**config.mk**
```make
export PLATFORM = sky130hd
export DESIGN_NAME = i2c_float_add_sub_unit
export DESIGN_NICKNAME = d
export VERILOG_FILES = /design/src/ifas_pkg.sv /design/src/i2c_float_add_sub_unit.sv /design/src/ifas_front.sv /design/src/ifas_queue.sv /design/src/ifas_back.sv
export SDC_FILE = /design/constraint.sdc
export NUM_CORES = 1
export LEC_CHECK = 0
export ABC_AREA = 1
export BUFFER_PORTS_ARGS = -buffer_cell sky130_fd_sc_hd__buf_2
export CAP_MARGIN = 10
export CORE_UTILIZATION = 40
export CTS_BUF_LIST = sky130_fd_sc_hd__clkbuf_4
export DETAILED_ROUTE_END_ITERATION = 10
export GPL_TIMING_DRIVEN = 0
export PLACE_DENSITY = 0.56
export SETUP_SLACK_MARGIN = 0.2
export SLEW_MARGIN = 15
export SYNTH_ARGS = -nofsm -noshare
export SYNTH_HDL_FRONTEND = slang
export SYNTH_SLANG_ARGS = --single-unit
```
**constraint.sdc**
```tcl
create_clock -name i_clk -period 8.75 [get_ports i_clk]
set_input_delay 0.4375 -clock i_clk [delete_from_list [all_inputs] [get_ports i_clk]]
set_output_delay 0.4375 -clock i_clk [all_outputs]
set_load 0.05 [all_outputs]
```
**src/ifas_pkg.sv**
```systemverilog
// ----------------------------------------------------------------------------
// ifas_pkg
// Shared types and constants of the bus-slave float add/subtract unit.
// ----------------------------------------------------------------------------
`default_nettype none

package ifas_pkg;

    localparam logic [7:0]  OPCODE_ADD   = 8'd1;
    localparam logic [7:0]  OPCODE_SUB   = 8'd2;
    localparam logic [7:0]  POINTER_MAX  = 8'd3;
    localparam logic [31:0] CONST_RESULT = 32'hBDCEDE62;
    localparam logic [31:0] CANON_NAN    = 32'h7FC00000;

    typedef enum logic [1:0] {
        EV_START = 2'd0,
        EV_WRITE = 2'd1,
        EV_READ  = 2'd2,
        EV_NONE  = 2'd3
    } t_event;

    typedef enum logic [1:0] {
        OP_ADD   = 2'd0,
        OP_SUB   = 2'd1,
        OP_CONST = 2'd2
    } t_op;

    typedef struct packed {
        logic        is_read;
        logic        ack;
        logic [1:0]  byte_sel;
        t_op         op;
        logic [31:0] a;
        logic [31:0] b;
    } t_item;

endpackage

`default_nettype wire

```
**src/i2c_float_add_sub_unit.sv**
```systemverilog
// ----------------------------------------------------------------------------
// i2c_float_add_sub_unit
// Bus-slave binary32 add/subtract unit.
//
// Each input item is one bus event (start, write byte, read byte) offered on
// i_opcode/i_write_byte with push, taken when full is low. Every event yields
// one result item, read_byte and ack, shown while empty is low and taken
// with pop. The decoder updates pointer, index and operand registers in the
// cycle it takes an event and queues a snapshot for the arithmetic back end.
// Start, write and no-op events are loaded into the result register at the
// edge they leave the queue, so the back end passes one of them per cycle
// while the result register is free. A read runs the adder: align, add, a
// normalize loop (up to four bit positions per cycle), and round, and then
// loads the result register once it is free.
// New events keep being taken while the back end works until the queue
// (QUEUE_DEPTH entries) is full. When the receiver stalls, the result holds
// and the back end waits, then the queue fills and full goes high.
// Reset clears the bus registers, both operands and the operation code, and
// empties the queue and the result register.
// ----------------------------------------------------------------------------
`default_nettype none

module i2c_float_add_sub_unit #(
    parameter int QUEUE_DEPTH = 2
) (
    input  wire logic        i_clk,
    input  wire logic        i_rst_n,
    input  wire logic        push,
    output logic             full,
    input  wire logic [1:0]  i_opcode,
    input  wire logic [7:0]  i_write_byte,
    output logic             empty,
    input  wire logic        pop,
    output logic [7:0]       o_read_byte,
    output logic             o_ack
);
    import ifas_pkg::*;

    t_item q_in_item, q_out_item;
    logic  q_push, q_full, q_pop, q_empty;

    assign full = q_full;

    ifas_front u_front (
        .i_clk        (i_clk),
        .i_rst_n      (i_rst_n),
        .i_push       (push),
        .i_opcode     (i_opcode),
        .i_write_byte (i_write_byte),
        .i_q_full     (q_full),
        .o_q_item     (q_in_item),
        .o_q_push     (q_push)
    );

    ifas_queue #(
        .DEPTH (QUEUE_DEPTH)
    ) u_queue (
        .i_clk   (i_clk),
        .i_rst_n (i_rst_n),
        .i_push  (q_push),
        .i_item  (q_in_item),
        .o_full  (q_full),
        .i_pop   (q_pop),
        .o_item  (q_out_item),
        .o_empty (q_empty)
    );

    ifas_back u_back (
        .i_clk       (i_clk),
        .i_rst_n     (i_rst_n),
        .i_item      (q_out_item),
        .i_q_empty   (q_empty),
        .o_q_pop     (q_pop),
        .i_pop       (pop),
        .o_empty     (empty),
        .o_read_byte (o_read_byte),
        .o_ack       (o_ack)
    );

endmodule

`default_nettype wire

```
**src/ifas_front.sv**
```systemverilog
// ----------------------------------------------------------------------------
// ifas_front
// Bus event decoder: keeps the pointer, index and operand registers and
// hands one classified item per event to the work queue.
// ----------------------------------------------------------------------------
`default_nettype none

module ifas_front (
    input  wire logic             i_clk,
    input  wire logic             i_rst_n,
    input  wire logic             i_push,
    input  wire logic [1:0]       i_opcode,
    input  wire logic [7:0]       i_write_byte,
    input  wire logic             i_q_full,
    output ifas_pkg::t_item       o_q_item,
    output logic                  o_q_push
);
    import ifas_pkg::*;

    logic        r_fresh_start, n_fresh_start;
    logic [1:0]  r_reg_pointer, n_reg_pointer;
    logic [1:0]  r_byte_index,  n_byte_index;
    logic [7:0]  r_op_code_reg, n_op_code_reg;
    logic [31:0] r_operand_a,   n_operand_a;
    logic [31:0] r_operand_b,   n_operand_b;
    logic [3:0]  digit_sum;
    logic [2:0]  fold;
    logic [2:0]  mod_a;
    logic [1:0]  mod3;
    logic [1:0]  new_pointer;
    t_event      ev;

    assign ev = t_event'(i_opcode);
    assign o_q_push = i_push && !i_q_full;

    always_comb begin
        digit_sum = 4'(i_write_byte[7:6]) + 4'(i_write_byte[5:4])
                  + 4'(i_write_byte[3:2]) + 4'(i_write_byte[1:0]);
        fold  = 3'(digit_sum[3:2]) + 3'(digit_sum[1:0]);
        mod_a = (fold >= 3'd3) ? fold - 3'd3 : fold;
        mod3  = (mod_a >= 3'd3) ? 2'(mod_a - 3'd3) : mod_a[1:0];
        new_pointer = (i_write_byte > POINTER_MAX) ? mod3 : i_write_byte[1:0];
    end

    always_comb begin
        n_fresh_start = r_fresh_start;
        n_reg_pointer = r_reg_pointer;
        n_byte_index  = r_byte_index;
        n_op_code_reg = r_op_code_reg;
        n_operand_a   = r_operand_a;
        n_operand_b   = r_operand_b;
        unique case (ev)
            EV_START: begin
                n_fresh_start = 1'b1;
            end
            EV_WRITE: begin
                if (r_fresh_start) begin
                    n_reg_pointer = new_pointer;
                    n_byte_index  = 2'd0;
                    n_fresh_start = 1'b0;
                end else if (r_reg_pointer == 2'd0) begin
                    n_op_code_reg = i_write_byte;
                end else if (r_reg_pointer == 2'd1) begin
                    n_operand_a[r_byte_index*8 +: 8] = i_write_byte;
                    n_byte_index = r_byte_index + 2'd1;
                end else if (r_reg_pointer == 2'd2) begin
                    n_operand_b[r_byte_index*8 +: 8] = i_write_byte;
                    n_byte_index = r_byte_index + 2'd1;
                end
            end
            EV_READ: begin
                n_fresh_start = 1'b0;
                n_byte_index  = r_fresh_start ? 2'd0 : r_byte_index + 2'd1;
            end
            default: begin
            end
        endcase
    end

    always_comb begin
        o_q_item.is_read  = (ev == EV_READ);
        o_q_item.ack      = (ev != EV_NONE);
        o_q_item.byte_sel = n_byte_index;
        o_q_item.a        = r_operand_a;
        o_q_item.b        = r_operand_b;
        if (r_op_code_reg == OPCODE_ADD) begin
            o_q_item.op = OP_ADD;
        end else if (r_op_code_reg == OPCODE_SUB) begin
            o_q_item.op = OP_SUB;
        end else begin
            o_q_item.op = OP_CONST;
        end
    end

    always_ff @(posedge i_clk) begin
        if (!i_rst_n) begin
            r_fresh_start <= 1'b0;
            r_reg_pointer <= 2'd0;
            r_byte_index  <= 2'd0;
            r_op_code_reg <= 8'd0;
            r_operand_a   <= 32'd0;
            r_operand_b   <= 32'd0;
        end else if (o_q_push) begin
            r_fresh_start <= n_fresh_start;
            r_reg_pointer <= n_reg_pointer;
            r_byte_index  <= n_byte_index;
            r_op_code_reg <= n_op_code_reg;
            r_operand_a   <= n_operand_a;
            r_operand_b   <= n_operand_b;
        end
    end

    assert property (@(posedge i_clk) disable iff (!i_rst_n)
        o_q_push && (ev == EV_START) |=> r_fresh_start)
        else $error("start event did not arm the pointer byte");
    assert property (@(posedge i_clk) disable iff (!i_rst_n)
        o_q_push && (ev == EV_READ) |=> !r_fresh_start)
        else $error("read event left the start flag set");
    assert property (@(posedge i_clk) disable iff (!i_rst_n)
        r_reg_pointer != 2'd3 || !$past(r_fresh_start) || !$past(o_q_push)
        || $past(ev) != EV_WRITE || $past(i_write_byte) == POINTER_MAX)
        else $error("pointer byte folded to an unreachable register");

endmodule

`default_nettype wire

```
**src/ifas_queue.sv**
```systemverilog
// ----------------------------------------------------------------------------
// ifas_queue
// Small register queue between the bus decoder and the arithmetic back end.
// ----------------------------------------------------------------------------
`default_nettype none

module ifas_queue #(
    parameter int DEPTH = 2
) (
    input  wire logic             i_clk,
    input  wire logic             i_rst_n,
    input  wire logic             i_push,
    input  wire ifas_pkg::t_item  i_item,
    output logic                  o_full,
    input  wire logic             i_pop,
    output ifas_pkg::t_item       o_item,
    output logic                  o_empty
);
    import ifas_pkg::*;

    localparam int LW = $clog2(DEPTH);
    localparam int CW = $clog2(DEPTH + 1);

    t_item          r_mem [DEPTH];
    logic [LW-1:0]  r_wr, r_rd;
    logic [CW-1:0]  r_cnt;
    logic           do_push, do_pop;

    assign o_full  = (r_cnt == CW'(DEPTH));
    assign o_empty = (r_cnt == '0);
    assign o_item  = r_mem[r_rd];
    assign do_push = i_push && !o_full;
    assign do_pop  = i_pop && !o_empty;

    always_ff @(posedge i_clk) begin
        if (do_push) begin
            r_mem[r_wr] <= i_item;
        end
    end

    always_ff @(posedge i_clk) begin
        if (!i_rst_n) begin
            r_wr  <= '0;
            r_rd  <= '0;
            r_cnt <= '0;
        end else begin
            if (do_push) begin
                r_wr <= (r_wr == LW'(DEPTH - 1)) ? '0 : r_wr + 1'b1;
            end
            if (do_pop) begin
                r_rd <= (r_rd == LW'(DEPTH - 1)) ? '0 : r_rd + 1'b1;
            end
            if (do_push && !do_pop) begin
                r_cnt <= r_cnt + 1'b1;
            end else if (do_pop && !do_push) begin
                r_cnt <= r_cnt - 1'b1;
            end
        end
    end

    assert property (@(posedge i_clk) disable iff (!i_rst_n)
        r_cnt <= CW'(DEPTH))
        else $error("queue count beyond depth");
    assert property (@(posedge i_clk) disable iff (!i_rst_n)
        o_empty |-> r_wr == r_rd)
        else $error("empty queue with pointers apart");
    assert property (@(posedge i_clk) disable iff (!i_rst_n)
        o_full |-> r_wr == r_rd)
        else $error("full queue with pointers apart");

endmodule

`default_nettype wire

```
**src/ifas_back.sv**
```systemverilog
// ----------------------------------------------------------------------------
// ifas_back
// Multi-cycle binary32 adder with round to nearest even and the result
// register that drives the output channel.
// ----------------------------------------------------------------------------
`default_nettype none

module ifas_back (
    input  wire logic             i_clk,
    input  wire logic             i_rst_n,
    input  wire ifas_pkg::t_item  i_item,
    input  wire logic             i_q_empty,
    output logic                  o_q_pop,
    input  wire logic             i_pop,
    output logic                  o_empty,
    output logic [7:0]            o_read_byte,
    output logic                  o_ack
);
    import ifas_pkg::*;

    typedef enum logic [4:0] {
        S_IDLE  = 5'b00001,
        S_ALIGN = 5'b00010,
        S_ADD   = 5'b00100,
        S_NORM  = 5'b01000,
        S_ROUND = 5'b10000
    } t_state;

    t_state      r_state;
    logic        r_out_valid;
    logic [7:0]  r_out_byte;
    logic        r_out_ack;
    logic [1:0]  r_sel;
    t_op         r_op;
    logic [31:0] r_a, r_b;
    logic        r_nan, r_inf, r_inf_sign, r_zero_sign, r_sign, r_sub;
    logic [26:0] r_mx, r_my;
    logic [27:0] r_sum;
    logic [8:0]  r_e;

    logic        out_free;
    logic        load_out;
    logic        sa, sb, swap;
    logic [7:0]  ea_f, eb_f, ea, eb, e_big, e_small, exp_gap;
    logic [23:0] fa, fb, f_big, f_small;
    logic [26:0] x_small, x_shift, x_mask;
    logic        sticky;
    logic [2:0]  lz, k;
    logic [8:0]  e_lim;
    logic [24:0] m_rnd;
    logic        up;
    logic [8:0]  e_fin;
    logic [23:0] mant;
    logic [31:0] word;

    assign out_free = !r_out_valid || i_pop;
    assign o_empty  = !r_out_valid;
    assign o_read_byte = r_out_byte;
    assign o_ack    = r_out_ack;
    assign o_q_pop  = (r_state == S_IDLE) && !i_q_empty && (i_item.is_read || out_free);
    assign load_out = (o_q_pop && !i_item.is_read) || ((r_state == S_ROUND) && out_free);

    always_comb begin
        sa   = r_a[31];
        sb   = r_b[31] ^ (r_op == OP_SUB);
        ea_f = r_a[30:23];
        eb_f = r_b[30:23];
        ea   = (ea_f == 8'd0) ? 8'd1 : ea_f;
        eb   = (eb_f == 8'd0) ? 8'd1 : eb_f;
        fa   = {ea_f != 8'd0, r_a[22:0]};
        fb   = {eb_f != 8'd0, r_b[22:0]};
        swap = {ea, fa} < {eb, fb};
        e_big   = swap ? eb : ea;
        e_small = swap ? ea : eb;
        f_big   = swap ? fb : fa;
        f_small = swap ? fa : fb;
        exp_gap = e_big - e_small;
        x_small = {f_small, 3'b000};
        if (exp_gap >= 8'd27) begin
            x_shift = 27'd0;
            x_mask  = 27'd0;
            sticky  = |x_small;
        end else begin
            x_shift = x_small >> exp_gap;
            x_mask  = ~(27'h7FFFFFF << exp_gap);
            sticky  = |(x_small & x_mask);
        end
    end

    always_comb begin
        if (r_sum[26]) begin
            lz = 3'd0;
        end else if (r_sum[25]) begin
            lz = 3'd1;
        end else if (r_sum[24]) begin
            lz = 3'd2;
        end else if (r_sum[23]) begin
            lz = 3'd3;
        end else begin
            lz = 3'd4;
        end
        e_lim = r_e - 9'd1;
        k = (9'(lz) > e_lim) ? e_lim[2:0] : lz;
    end

    always_comb begin
        up    = r_sum[2] && (r_sum[1] || r_sum[0] || r_sum[3]);
        m_rnd = {1'b0, r_sum[26:3]} + 25'(up);
        e_fin = r_e + 9'(m_rnd[24]);
        mant  = m_rnd[24] ? m_rnd[24:1] : m_rnd[23:0];
        if (r_op == OP_CONST) begin
            word = CONST_RESULT;
        end else if (r_nan) begin
            word = CANON_NAN;
        end else if (r_inf) begin
            word = {r_inf_sign, 8'hFF, 23'd0};
        end else if (r_sum == 28'd0) begin
            word = {r_zero_sign, 31'd0};
        end else if (e_fin >= 9'd255) begin
            word = {r_sign, 8'hFF, 23'd0};
        end else begin
            word = {r_sign, mant[23] ? e_fin[7:0] : 8'd0, mant[22:0]};
        end
    end

    always_ff @(posedge i_clk) begin
        case (r_state)
            S_IDLE: begin
                r_a   <= i_item.a;
                r_b   <= i_item.b;
                r_op  <= i_item.op;
                r_sel <= i_item.byte_sel;
            end
            S_ALIGN: begin
                r_nan <= (ea_f == 8'hFF && r_a[22:0] != 23'd0)
                      || (eb_f == 8'hFF && r_b[22:0] != 23'd0)
                      || (ea_f == 8'hFF && eb_f == 8'hFF && sa != sb);
                r_inf <= (ea_f == 8'hFF) || (eb_f == 8'hFF);
                r_inf_sign  <= (ea_f == 8'hFF) ? sa : sb;
                r_zero_sign <= sa && sb;
                r_sign <= swap ? sb : sa;
                r_sub  <= sa ^ sb;
                r_mx   <= {f_big, 3'b000};
                r_my   <= {x_shift[26:1], x_shift[0] | sticky};
                r_e    <= 9'(e_big);
            end
            S_ADD: begin
                r_sum <= r_sub ? 28'(r_mx) - 28'(r_my) : 28'(r_mx) + 28'(r_my);
            end
            S_NORM: begin
                if (r_sum[27]) begin
                    r_sum <= {1'b0, r_sum[27:2], r_sum[1] | r_sum[0]};
                    r_e   <= r_e + 9'd1;
                end else if (r_sum != 28'd0 && !r_sum[26] && r_e != 9'd1) begin
                    r_sum <= r_sum << k;
                    r_e   <= r_e - 9'(k);
                end
            end
            default: begin
            end
        endcase
    end

    always_ff @(posedge i_clk) begin
        if (!i_rst_n) begin
            r_state     <= S_IDLE;
            r_out_valid <= 1'b0;
        end else begin
            if (load_out) begin
                r_out_valid <= 1'b1;
            end else if (i_pop && r_out_valid) begin
                r_out_valid <= 1'b0;
            end
            unique case (r_state)
                S_IDLE: begin
                    if (o_q_pop) begin
                        if (i_item.is_read) begin
                            r_state <= S_ALIGN;
                        end else begin
                            r_out_byte  <= 8'd0;
                            r_out_ack   <= i_item.ack;
                        end
                    end
                end
                S_ALIGN: r_state <= S_ADD;
                S_ADD:   r_state <= S_NORM;
                S_NORM: begin
                    if (r_sum[27] || r_sum == 28'd0 || r_sum[26] || r_e == 9'd1) begin
                        r_state <= S_ROUND;
                    end
                end
                S_ROUND: begin
                    if (out_free) begin
                        r_out_byte  <= word[r_sel*8 +: 8];
                        r_out_ack   <= 1'b1;
                        r_state     <= S_IDLE;
                    end
                end
                default: r_state <= S_IDLE;
            endcase
        end
    end

    assert property (@(posedge i_clk) disable iff (!i_rst_n)
        (r_state != S_IDLE) |-> !o_q_pop)
        else $error("queue popped while an item is in flight");
    assert property (@(posedge i_clk) disable iff (!i_rst_n)
        r_out_valid && !i_pop |=> r_out_valid)
        else $error("result dropped without being taken");
    assert property (@(posedge i_clk) disable iff (!i_rst_n)
        (r_state == S_NORM) |-> r_e != 9'd0)
        else $error("exponent underflow during normalization");

endmodule

`default_nettype wire

```
; After elaboration in Yosys (flattened, before gate mapping)
; Memory sizes are Yosys's and may differ from the RTL's. A register that Yosys moved wholly into a read port is not among the register bits.
; Cells that the tools add are included.
; W data, S select, Z words.
[totals]
reg_bits = 258
ramBits = 140
word_cells = 229
memories = 1
[mem_list]
columns = name, words, word_bits, rd, rd_clocked_by_memory_dff, write_ports, line_no
row1 = u_queue.r_mem, 2, 70, 1, 1, 1, ifas_queue.sv:24  ; t_item r_mem [DEPTH];
[classes]
add_sub_neg = 20
order_cmp = 7
eq_ne = 26
shifts = 6
mux = 66
bitwise_logic = 9
n_reduce_logical = 65
[op_table]
columns = cell, count
row1 = $mux W32, 4
row2 = $mux W28, 3
row3 = $mux W24, 3
row4 = $bwmux W32, 2
row5 = $mux W8, 8
row6 = $pmux W28 S2, 1
row7 = $reduce_bool A23 Y1, 2
row8 = $neg A5 Y34, 1
row9 = $shift A8 B34 Y32 const A, 1
row10 = $shiftx A8 B34 Y32, 1
row11 = $lt A32 B32 Y1, 1
row12 = $shiftx A32 B6 Y8, 1
row13 = $mux W31, 1
row14 = $add A27 B27 Y28, 1
row15 = $logic_not A28 Y1, 1
row16 = $reduce_bool A28 Y1, 1
row17 = $shl A28 B3 Y28, 1
row18 = $sub A27 B27 Y28, 1
row19 = $and A27 B27 Y27, 1
row20 = $not A27 Y27, 1
row21 = $reduce_or A27 Y1, 1
row22 = $shl A27 B8 Y27 const A, 1
row23 = $shr A27 B8 Y27, 1
row24 = $add A24 B1 Y25, 1
row25 = other kinds (60), 159

; Longest topological paths before layout
; Gate-level depths: netlist (run 1).
[depth]
word_depth = 14
ltp_mapped = 38
mapped_depth_nobuf = 37

; Hierarchy
; Synthesis (run 1) repeated with hierarchy kept, for this count alone.
[unflattened]
hier_cells = 2835
area_unflattened_um2 = 24453.5
[modules_own_cells]
columns = module, instances, cells_each, area_each_um2, seq_area_each_um2
row1 = ifas_back, 1, 2100, 15159.5, 5255.0
row2 = ifas_queue, 1, 256, 5651.7, 4304.1
row3 = ifas_front, 1, 479, 3642.2, 1541.5

; Worst setup path before layout (run 1)
; OpenSTA, ideal clock, no wires.
[synth_path]
path_type = reg2reg
start = register u_back.r_state[0]
end = register u_back.r_e[0], enable pin
arrival_time_ns = 7.212
setup_slack_ns = 1.160
path_stages_with_launch = 4
path_buffers = 0
path_cell_list = dfxtp_1 nor4_1 inv_1 a21oi_1
[synth_between]
elab_chain_cells = 3
elab_cells_between_ends = 5
cone_classes = 3 x eq/ne / 2 x reduce/logical
[synth_lines]
columns = element, line_no
row1 = start: declaration, ifas_back.sv:29  ; t_state r_state;
row2 = start signal: assignment, ifas_back.sv:166  ; r_state <= S_IDLE;
row3 = start signal: assignment, ifas_back.sv:178  ; r_state <= S_ALIGN;
row4 = start signal: assignment, ifas_back.sv:185  ; S_ALIGN: r_state <= S_ADD;
row5 = $eq A5 B4 Y1 or $eq A5 B2 Y1 (tied branches), ifas_back.sv:127  ; case (r_state)
row6 = $ne A3 B1 Y1 (no source line) or $reduce_bool A2 Y1 (tied branches), -
row7 = $reduce_and A2 Y1 (no source line) (*), -
row8 = end signal: assignment, ifas_back.sv:145  ; r_e <= 9'(e_big);
row9 = end signal: assignment, ifas_back.sv:153  ; r_e <= r_e + 9'd1;
row10 = end signal: assignment, ifas_back.sv:156  ; r_e <= r_e - 9'(k);
row11 = end: declaration, ifas_back.sv:39  ; logic [8:0] r_e;
; Mark *: on every way between the ends. The rest lies on a longest branch, timed or not.
; A chain may end at the register's enable or synchronous reset.

; Worst setup path after layout (run 1)
[layout_path]
start = register u_back.r_a[30]
end = register u_back.r_my[0], data pin
[layout_between]
elab_chain_cells = 11
elab_cells_between_ends = 18
cone_classes = 1 x add/sub / 2 x order compare / 2 x shift / 6 x mux / 3 x bitwise / 4 x reduce/logical
[layout_lines]
columns = element, line_no
row1 = start: declaration, ifas_back.sv:35  ; logic [31:0] r_a, r_b;
row2 = start signal: assignment, ifas_back.sv:129  ; r_a <= i_item.a;
row3 = $logic_not A8 Y1, ifas_back.sv:68  ; ea = (ea_f == 8'd0) ? 8'd1 : ea_f;
row4 = $mux W8, ifas_back.sv:68
row5 = $lt A32 B32 Y1, ifas_back.sv:72  ; swap = {ea, fa} < {eb, fb};
row6 = "$mux W8, on equally long branches", "ifas_back.sv:73, ifas_back.sv:74"
row7 = $sub A8 B8 Y8, ifas_back.sv:77  ; exp_gap = e_big - e_small;
row8 = $shl A27 B8 Y27, ifas_back.sv:85  ; x_mask = ~(27'h7FFFFFF << exp_gap);
row9 = $not A27 Y27, ifas_back.sv:85
row10 = $and A27 B27 Y27, ifas_back.sv:86  ; sticky = |(x_small & x_mask);
row11 = $reduce_or A27 Y1, ifas_back.sv:86
row12 = $mux W1, ifas_back.sv:79  ; if (exp_gap >= 8'd27) begin
row13 = $or A1 B1 Y1 (*), ifas_back.sv:144  ; r_my <= {x_shift[26:1], x_shift[0] | sticky};
row14 = end signal: assignment, ifas_back.sv:144
row15 = end: declaration, ifas_back.sv:37  ; logic [26:0] r_mx, r_my;
; Marked as above.

==> results of run 1 <==
cells in the mapped netlist (all sizes together) (4+ instances only):
cell / number
a22oi: 4
o22ai: 14
or2: 6
o211ai: 9
nand4: 29
a211oi: 9
nor2: 251
clkinv: 7
o221ai: 10
nand2: 812
nor3: 37
o21bai: 4
edfxtp: 311
nor4: 28
nand3b: 8
clkbuf: 98
o31ai: 9
o21a: 12
buf: 20
xor2: 36
nand3: 204
o21ai: 278
fa: 7
xnor2: 5
a31oi: 20
dfxtp: 88
a221oi: 4
inv: 345
ha: 115
a21oi: 185
cell type report:
class	instances	share of cell area (%)
well taps	773	3.61
multi-input cells	2117	41.0
plain buffers	118	1.80
flip-flops and latches	399	41.4
repair buffers	53	1.86
clock buffers	160	4.48
clock inverters	40	0.817
diodes	6	0.0560
inverters	352	4.94
logic make-up after synthesis:
logic type | after synthesis
AOI/OAI and AO/OA | 569
xor gates and xnor gates | 41
adders and majority gates | 122
buffers and inverters | 470
DFF | 399
muxes | 3
and+or+nand+nor | 1382
worst paths after layout:
check	start	endpoint	slack [ps]
setup / recovery	u_back.r_a[30]	u_back.r_my[0]	2890
setup reg to reg	u_back.r_a[30]	u_back.r_my[0]	2890
hold / removal	push	u_front.r_operand_b[0]	360
hold reg to reg	u_queue.r_mem[1][34]	u_back.r_a[2]	440
worst max-delay path, stage by stage (launching register included):
cell and delay [ps]:
edfxtp_1 500, nor2_1 140, inv_1 50, nor4_1 580, nor2_1 180, inv_1 120
ha_1 230, clkbuf_1 270, nand2_1 200, nor3b_4 60, a21oi_4 290, nand2_4 120
nand2_1 90, nand3_1 110, ha_1 350, clkbuf_1 300, inv_1 290, nor2_1 120
nor2_1 430, o211ai_1 230, o21ai_1 160, nand2_1 70, nor2_1 90, nand3_1 120
nor3_1 290, nand2_1 120
routing by layer:
layer  GRT usage, %  routed length (um)  vias up
li1               -                   -    10500
met3           3.55                3560      135
met4           9.37                2540        0
met5              0                   0        -
met1           31.7               32700     9862
met2           42.2               36200      613
cells in the final DEF (no fill, tap or decap), types with 33 or more instances in the layout:
cell type and instances:
nor2_1 236, o21ai_0 256, nand3_1 200, a21oi_1 181, buf_2 33, inv_1 335
clkbuf_4 160, xor2_1 35, dfxtp_1 88, ha_1 115, nand2_1 802, edfxtp_1 311
nor3_1 33, clkbuf_1 98
stage by stage:
stage | setup TNS, ps | instance area (um^2) | hold slack [ps]
finish | 0 | 26800 | 358
global route | 0 | 26800 | 263
CTS | 0 | 26800 | 277
detailed placement | 0 | 25200 | 438
global placement | -45580 | 24900 | 423
floorplan | 0 | 23900 | 420
==> impl_metrics.toml, run 1 <==
[timing]
slew_headroom_pct = 25.0
setup_viol = 0
slew_violations = 0
setup_ws_ps = 2890
fmax_ghz = 0.171
min_period_ps = 5860
final.period_utilization_pct = 66.9
worst_pin_slew_ps = 1120
rsz0062_at_grt = "no"
skew_ps = 117
hold_viol = 0

[finish]
regArea_mm2 = 0.0111
largest_reg_flops = 140
syn2layout_area_growth_pct = 12.3
nFillCells = 5983
final_layout_size_suffix_gt1_share_pct = 8.89
regMostFlops = "u_queue.r_mem"
final_cells = 4018
utilization_pct = 45.4
multi_input_area_mm2 = 0.0110
finalNetCount = 3283

[synth]
ys_seq_elements = 399
synth.distinct_cells = 62
synth_top_family_by_area = "simple AND/OR/NAND/NOR gates"
synth_top_area_share_pct = 39.1
synth.net_count = 3122
synthAdderAreaFrac_pct = 6.62
yosys.area_share.simple_pct = 24.5
synth_warnings = 0
synthCells = 2986
muxShareOfSynthArea_pct = 0.126
async_reset_ff_share_pct = 0
synth_edf_count = 311
synth_area_mm2 = 0.0239
ys_top_cells_by_area = "edfxtp_1 39%, nand2_1 13%, dfxtp_1 7.4%"
synth_ff_type = "edfxtp_1"
synth_area_leader_cell = "edfxtp_1"
avgSynthCellArea_um2 = 7.99
synthXorXnorAreaFrac_pct = 1.54
synth_compound_area_share_pct = 13.2
yosysSeqAreaShare_pct = 46.5

[run]
drv_cap = 0

[clock_tree]
clockBufferDepth = 3
cts-root-buf = "clkbuf_4"
holdBufCountCts = 14
clkSinkCount = 399
numCtsBuffers = 106
cts_tree = "done"
postCtsSetupBuffers = 0
insertion_delay_ps = 910
post_cts_resized = 0
cts_htree_levels = 3
clk_pin_slew_ps = 80

[drt]
detail_route.wl_per_cell_um = 18.7
firstDrtPassIters = 7
dr_total_vias = 21100
drc = 0
ant_nets = 0
routed_via_density = 5.25
wl_mm = 75.0
drt_iter0_markers = 1557

[floorplan]
initial_utilization_pct = 40.4
die_x_um = 246
pin_count = 25
rows = 89
core-area_mm2 = 0.0590
die_y_um = 246
dieArea_mm2 = 0.0606

[placement]
portBuffers = 23
hpwl_mm = 59.2
placed_cells = 3798
gp_congestion = 1.01
pre_cts_slack_ps = 2880

[worst_setup_path]
critPathKind = "flop to flop"
reg2reg_depth = 25
critical_path.max_fanout = 10
arrival_ps = 6390
critPathRequiredTime_ps = 9280
cp-end-kind = "flop"
start_kind = "flop"

[grt]
first_global_vias = 20500
grt_usage_pct = 24.8
antenna_found_initial = 4
grt_pass1_wl_mm = 116
grt_overflow = 0
grt_max_degree = 67

[status]
outcome = "finished, final reports clean"

[min_path]
hp-class = "input port to flop"
hold_path_depth = 5
Power of run 1 is left out: the tool's default activity adds up to more than one toggle a clock period on the data nets, which glitch-free logic cannot reach.
==> run 2, diff against run 1 <==
--- a/config.mk
+++ b/config.mk
@@ -12,7 +12,7 @@
 export CTS_BUF_LIST = sky130_fd_sc_hd__clkbuf_4
 export DETAILED_ROUTE_END_ITERATION = 10
 export GPL_TIMING_DRIVEN = 0
-export PLACE_DENSITY = 0.56
+export PLACE_DENSITY = 0.58
 export SETUP_SLACK_MARGIN = 0.2
 export SLEW_MARGIN = 15
 export SYNTH_ARGS = -nofsm -noshare
==> constraint.sdc (replaced) <==
create_clock -name i_clk -period 4.72 [get_ports i_clk]
set_input_delay 0.236 -clock i_clk [delete_from_list [all_inputs] [get_ports i_clk]]
set_output_delay 0.236 -clock i_clk [all_outputs]
set_load 0.05 [all_outputs]
==> impl_metrics.toml, run 2 (synthesis gave the netlist of run 1 again) <==
[status]
outcome = "finished, final reports clean"

[worst_setup_path]
reg2reg_from = "u_back.r_sum[2]"
arrival_ps = 5280
start_kind = "flop"
critical_path.max_fanout = 2
timing.critical_path.mode_cell = "buf_4"
rrSetupSlack_ps = 60
rr_endpoint = "u_back.o_read_byte[0]"
critPathRequiredTime_ps = 5330
cp-end-kind = "flop"
cp-endpoint = "u_back.o_read_byte[0]"
crit_slowest_cell = "edfxtp_1"
critPathLaunch = "u_back.r_sum[2]"
reg2reg_depth = 35
critPathKind = "flop to flop"
slowest_delay_ps = 430

[run]
drv_cap = 0

[clock_tree]
cts_htree_levels = 3
numCtsBuffers = 104
clk_pin_slew_ps = 60
clockBufferDepth = 3
clkSinkCount = 399
cts_tree = "done"
cts-root-buf = "clkbuf_4"
insertion_delay_ps = 900

[placement]
dpl_cell_area_mm2 = 0.0252
gp_congestion = 0.964
portBuffers = 23
hpwl_mm = 59.4

[finish]
fin_area_mm2 = 0.0293
final_layout_size_suffix_gt1_share_pct = 19.7
regMostFlops = "u_queue.r_mem"
largest_reg_flops = 140
finalNetCount = 3437
layout_commonest_cell = "nand2_1"
nFillCells = 5815
syn2layout_area_growth_pct = 22.9
mostFrequentLayoutCells = "740 x nand2_1, 311 x edfxtp_1, 309 x inv_1, 239 x o21ai_0, 219 x nor2_1"

[drt]
wl_mm = 79.6
detail_route.wl_per_cell_um = 19.1
routed_via_density = 5.26
dr_total_vias = 21900
firstDrtPassIters = 5
drc = 0
ant_nets = 0
drt_iter0_markers = 1430

[grt]
antenna_found_initial = 5
grt_pass1_wl_mm = 120
grt.met3_usage_pct = 3.95
gr-max-usage-layer = "met2"
grt_use_met2_pct = 45.5
use_met1_pct = 31.8
grt_max_degree = 63
grt_usage_pct = 25.9
grt_overflow = 0
first_global_vias = 21200

[floorplan]
dieArea_mm2 = 0.0606
die_x_um = 246
rows = 89
die_y_um = 246
core-area_mm2 = 0.0590
pin_count = 25
initial_utilization_pct = 40.4

[min_path]
hp-class = "input port to flop"

[timing]
skew_ps = 110
setup_viol = 0
rsz0062_at_grt = "yes"
slew_headroom_pct = 25.5
slew_violations = 0
worst_pin_slew_ps = 1110
hold-worst-slack_ps = 169
fmax_ghz = 0.214
hold_viol = 0
min_period_ps = 4660
final.period_utilization_pct = 98.8
run 2: area by class of cell:
class | instances | area [um^2] | share of cell area (%)
Antenna cell | 4 | 10.0 | 0.0341
Clock inverter | 34 | 214 | 0.730
Timing Repair Buffer | 208 | 1770 | 6.05
Inverter | 352 | 1350 | 4.60
Tap cell | 773 | 967 | 3.30
Buffer | 118 | 566 | 1.93
Sequential cell | 399 | 11100 | 37.9
Multi-Input combinational cell | 2118 | 12200 | 41.5
Clock buffer | 158 | 1190 | 4.05
run 2: layer usage:
| metal | wire [um] | vias up |
|---|---|---|
| li1 | - | 10800 |
| met5 | 7 | - |
| met4 | 2780 | 2 |
| met1 | 33300 | 10300 |
| met3 | 3840 | 182 |
| met2 | 39700 | 662 |
run 2: what timing repair did:
action / in CTS / in global routing
endpoints found under the hold margin: 82 / 0
setup buffers: 114 / 40
pin swaps: 19 / 87
hold buffers: 16 / 0
endpoints found under the setup margin: 66 / 62
resized for setup: 83 / 277
cloned: 1 / 3
run 2: through the flow:
| stage | setup TNS [ps] | util (%) | std cells | worst slack (ps) |
|---|---|---|---|---|
| 2_1_floorplan | 0 | - | 2986 | 218 |
| 3_3_place_gp | -251410 | 42.3 | 3782 | -1630 |
| 3_5_place_dp | -19770 | 42.7 | 3794 | -818 |
| 4_1_cts | 0 | 47.3 | 4117 | 26.8 |
| 5_1_grt | -1070 | 49.7 | 4164 | -154 |
| 6_report | 0 | 49.7 | 4164 | 55.9 |
run 2: critical path: cells and delay by family (launching register included):
family	cells	cell delay, ps
AOI/OAI and AO/OA	2	280
DFF	1	430
xor gates and xnor gates	1	150
buffers and inverters	24	2800
and+or+nand+nor	7	610
adders and majority gates	1	140
run 2: how the worst min path moves through the flow:
stage                     cells past startpoint  slack, ps               startpoint                        to
after global routing                          5        120                     push   u_front.r_operand_a[18]
final                                         5        170                     push   u_front.r_operand_a[16]
after floorplan                               2        360          i_write_byte[6]  u_front.r_op_code_reg[6]
after global placement                        0        420  u_front.r_operand_b[12]      u_queue.r_mem[0][12]
after detailed placement                      0        430  u_front.r_operand_b[12]      u_queue.r_mem[1][12]
after CTS                                     5         90                     push   u_front.r_operand_a[16]
Power of run 2 is left out for the same reason.
==> run 3, diff against run 2 <==
--- a/config.mk
+++ b/config.mk
@@ -13,7 +13,7 @@
 export DETAILED_ROUTE_END_ITERATION = 10
 export GPL_TIMING_DRIVEN = 0
 export PLACE_DENSITY = 0.58
-export SETUP_SLACK_MARGIN = 0.2
+export SETUP_SLACK_MARGIN = 0.4
 export SLEW_MARGIN = 15
 export SYNTH_ARGS = -nofsm -noshare
 export SYNTH_HDL_FRONTEND = slang
==> impl_metrics.toml, run 3 (synthesis gave the netlist of run 1 again) <==
[status]
outcome = "finished, final reports clean"

[run]
drv_cap = 0

[drt]
routed_via_density = 5.31
drc = 0
firstDrtPassIters = 7
drt_iter0_markers = 1455
dr_total_vias = 22400
wl_mm = 80.9
detail_route.wl_per_cell_um = 19.2
ant_nets = 0

[clock_tree]
clkSinkCount = 399
numCtsBuffers = 105
cts_tree = "done"
clk_pin_slew_ps = 60
cts-root-buf = "clkbuf_4"
insertion_delay_ps = 880
cts_htree_levels = 3
clockBufferDepth = 3

[worst_setup_path]
crit_slowest_cell = "edfxtp_1"
critPathKind = "flop to flop"
critPathLaunch = "u_back.r_sum[3]"
critPathRequiredTime_ps = 5400
reg2reg_from = "u_back.r_sum[3]"
arrival_ps = 5350
critical_path.max_fanout = 2
cp-end-kind = "flop"
rrSetupSlack_ps = 50
start_kind = "flop"
timing.critical_path.mode_cell = "buf_4"
slowest_delay_ps = 410

[placement]
gp_congestion = 0.961
hpwl_mm = 59.3
portBuffers = 23
dpl_cell_area_mm2 = 0.0252
pre_cts_slack_ps = -919

[finish]
mostFrequentLayoutCells = "734 x nand2_1, 311 x edfxtp_1, 303 x inv_1, 228 x o21ai_0, 206 x nor2_1"
layout_commonest_cell = "nand2_1"
largest_reg_flops = 140
finalNetCount = 3481
syn2layout_area_growth_pct = 25.5
fin_area_mm2 = 0.0299
nFillCells = 5658
final_layout_size_suffix_gt1_share_pct = 22.1
regMostFlops = "u_queue.r_mem"

[timing]
slew_headroom_pct = 33.0
slew_violations = 0
rsz0062_at_grt = "yes"
hold_viol = 0
setup_viol = 0
min_period_ps = 4670
hold-worst-slack_ps = 204
fmax_ghz = 0.214
setup_ws_ps = 51.5
final.period_utilization_pct = 98.9
tns_ps = 0
worst_pin_slew_ps = 1000
skew_ps = 104

[grt]
grt_max_degree = 59
grt_usage_pct = 26.2
grt_pass1_wl_mm = 122
first_global_vias = 21600
grt_overflow = 0
antenna_found_initial = 2

[min_path]
hp-class = "input port to flop"
min_from = "push"

[floorplan]
die_y_um = 246
pin_count = 25
core-area_mm2 = 0.0590
initial_utilization_pct = 40.4
die_x_um = 246
rows = 89
dieArea_mm2 = 0.0606
[run 3: changes by cell type in the layout (fill, tap and decap cells not counted), sizes merged]
| cell | delta |
|---|---|
| buf | +42 |
| clkinv | +6 |
| clkbuf | -4 |
| bufinv | +2 |
| clkinvlp | -2 |
| diode | -1 |
| dlygate4sd3 | -1 |
| inv | +1 |
| xor2 | +1 |
[run 3: worst paths after layout]
kind,end,cells after the start
hold reg to reg,u_queue.r_mem[1][22],0
setup reg to reg,u_back.o_read_byte[2],35
hold / removal,u_front.r_operand_a[18],5
setup / recovery,u_back.o_read_byte[2],35
[run 3: final cells by class]
cell class                      instances  area (um^2)  share of cell area, %
Timing Repair Buffer                  250         2050                   6.83
Inverter                              352         1340                   4.47
Clock inverter                         41          262                  0.873
Tap cell                              773          967                   3.23
Sequential cell                       399        11100                   37.1
Clock buffer                          153         1150                   3.84
Multi-Input combinational cell       2119        12500                   41.7
Buffer                                118          589                   1.97
Antenna cell                            3         7.51                 0.0251
[run 3: layer usage]
layer / track usage, % / routed length, um / up-vias
met5: 0 / 0 / -
met4: 9.64 / 3090 / 0
met3: 3.76 / 4130 / 196
met2: 45.9 / 40100 / 749
met1: 32.5 / 33600 / 10600
li1: - / - / 10900
[run 3: what timing repair did]
action / CTS / global route
hold endpoints to repair: 78 / 0
hold buffers: 15 / 0
setup endpoints to repair: 66 / 67
gates cloned: 2 / 2
setup buffers: 154 / 47
resized for setup: 166 / 265
pin swaps: 58 / 100
[run 3: worst max-delay path, delay by kind of cell, from the launching register on]
family,cells,cell delay [ps]
flops,1,410
fa+ha+maj,1,130
simple gates,8,840
buf+inv,23,2720
compound gates,3,380
[run 3: stage by stage]
stage               util (%)  instances
floorplan                  -       2986
global route            50.7       4208
detailed placement      42.7       3791
finish                  50.7       4208
global placement        42.4       3782
CTS                     48.3       4156
Power of run 3 is left out for the same reason.
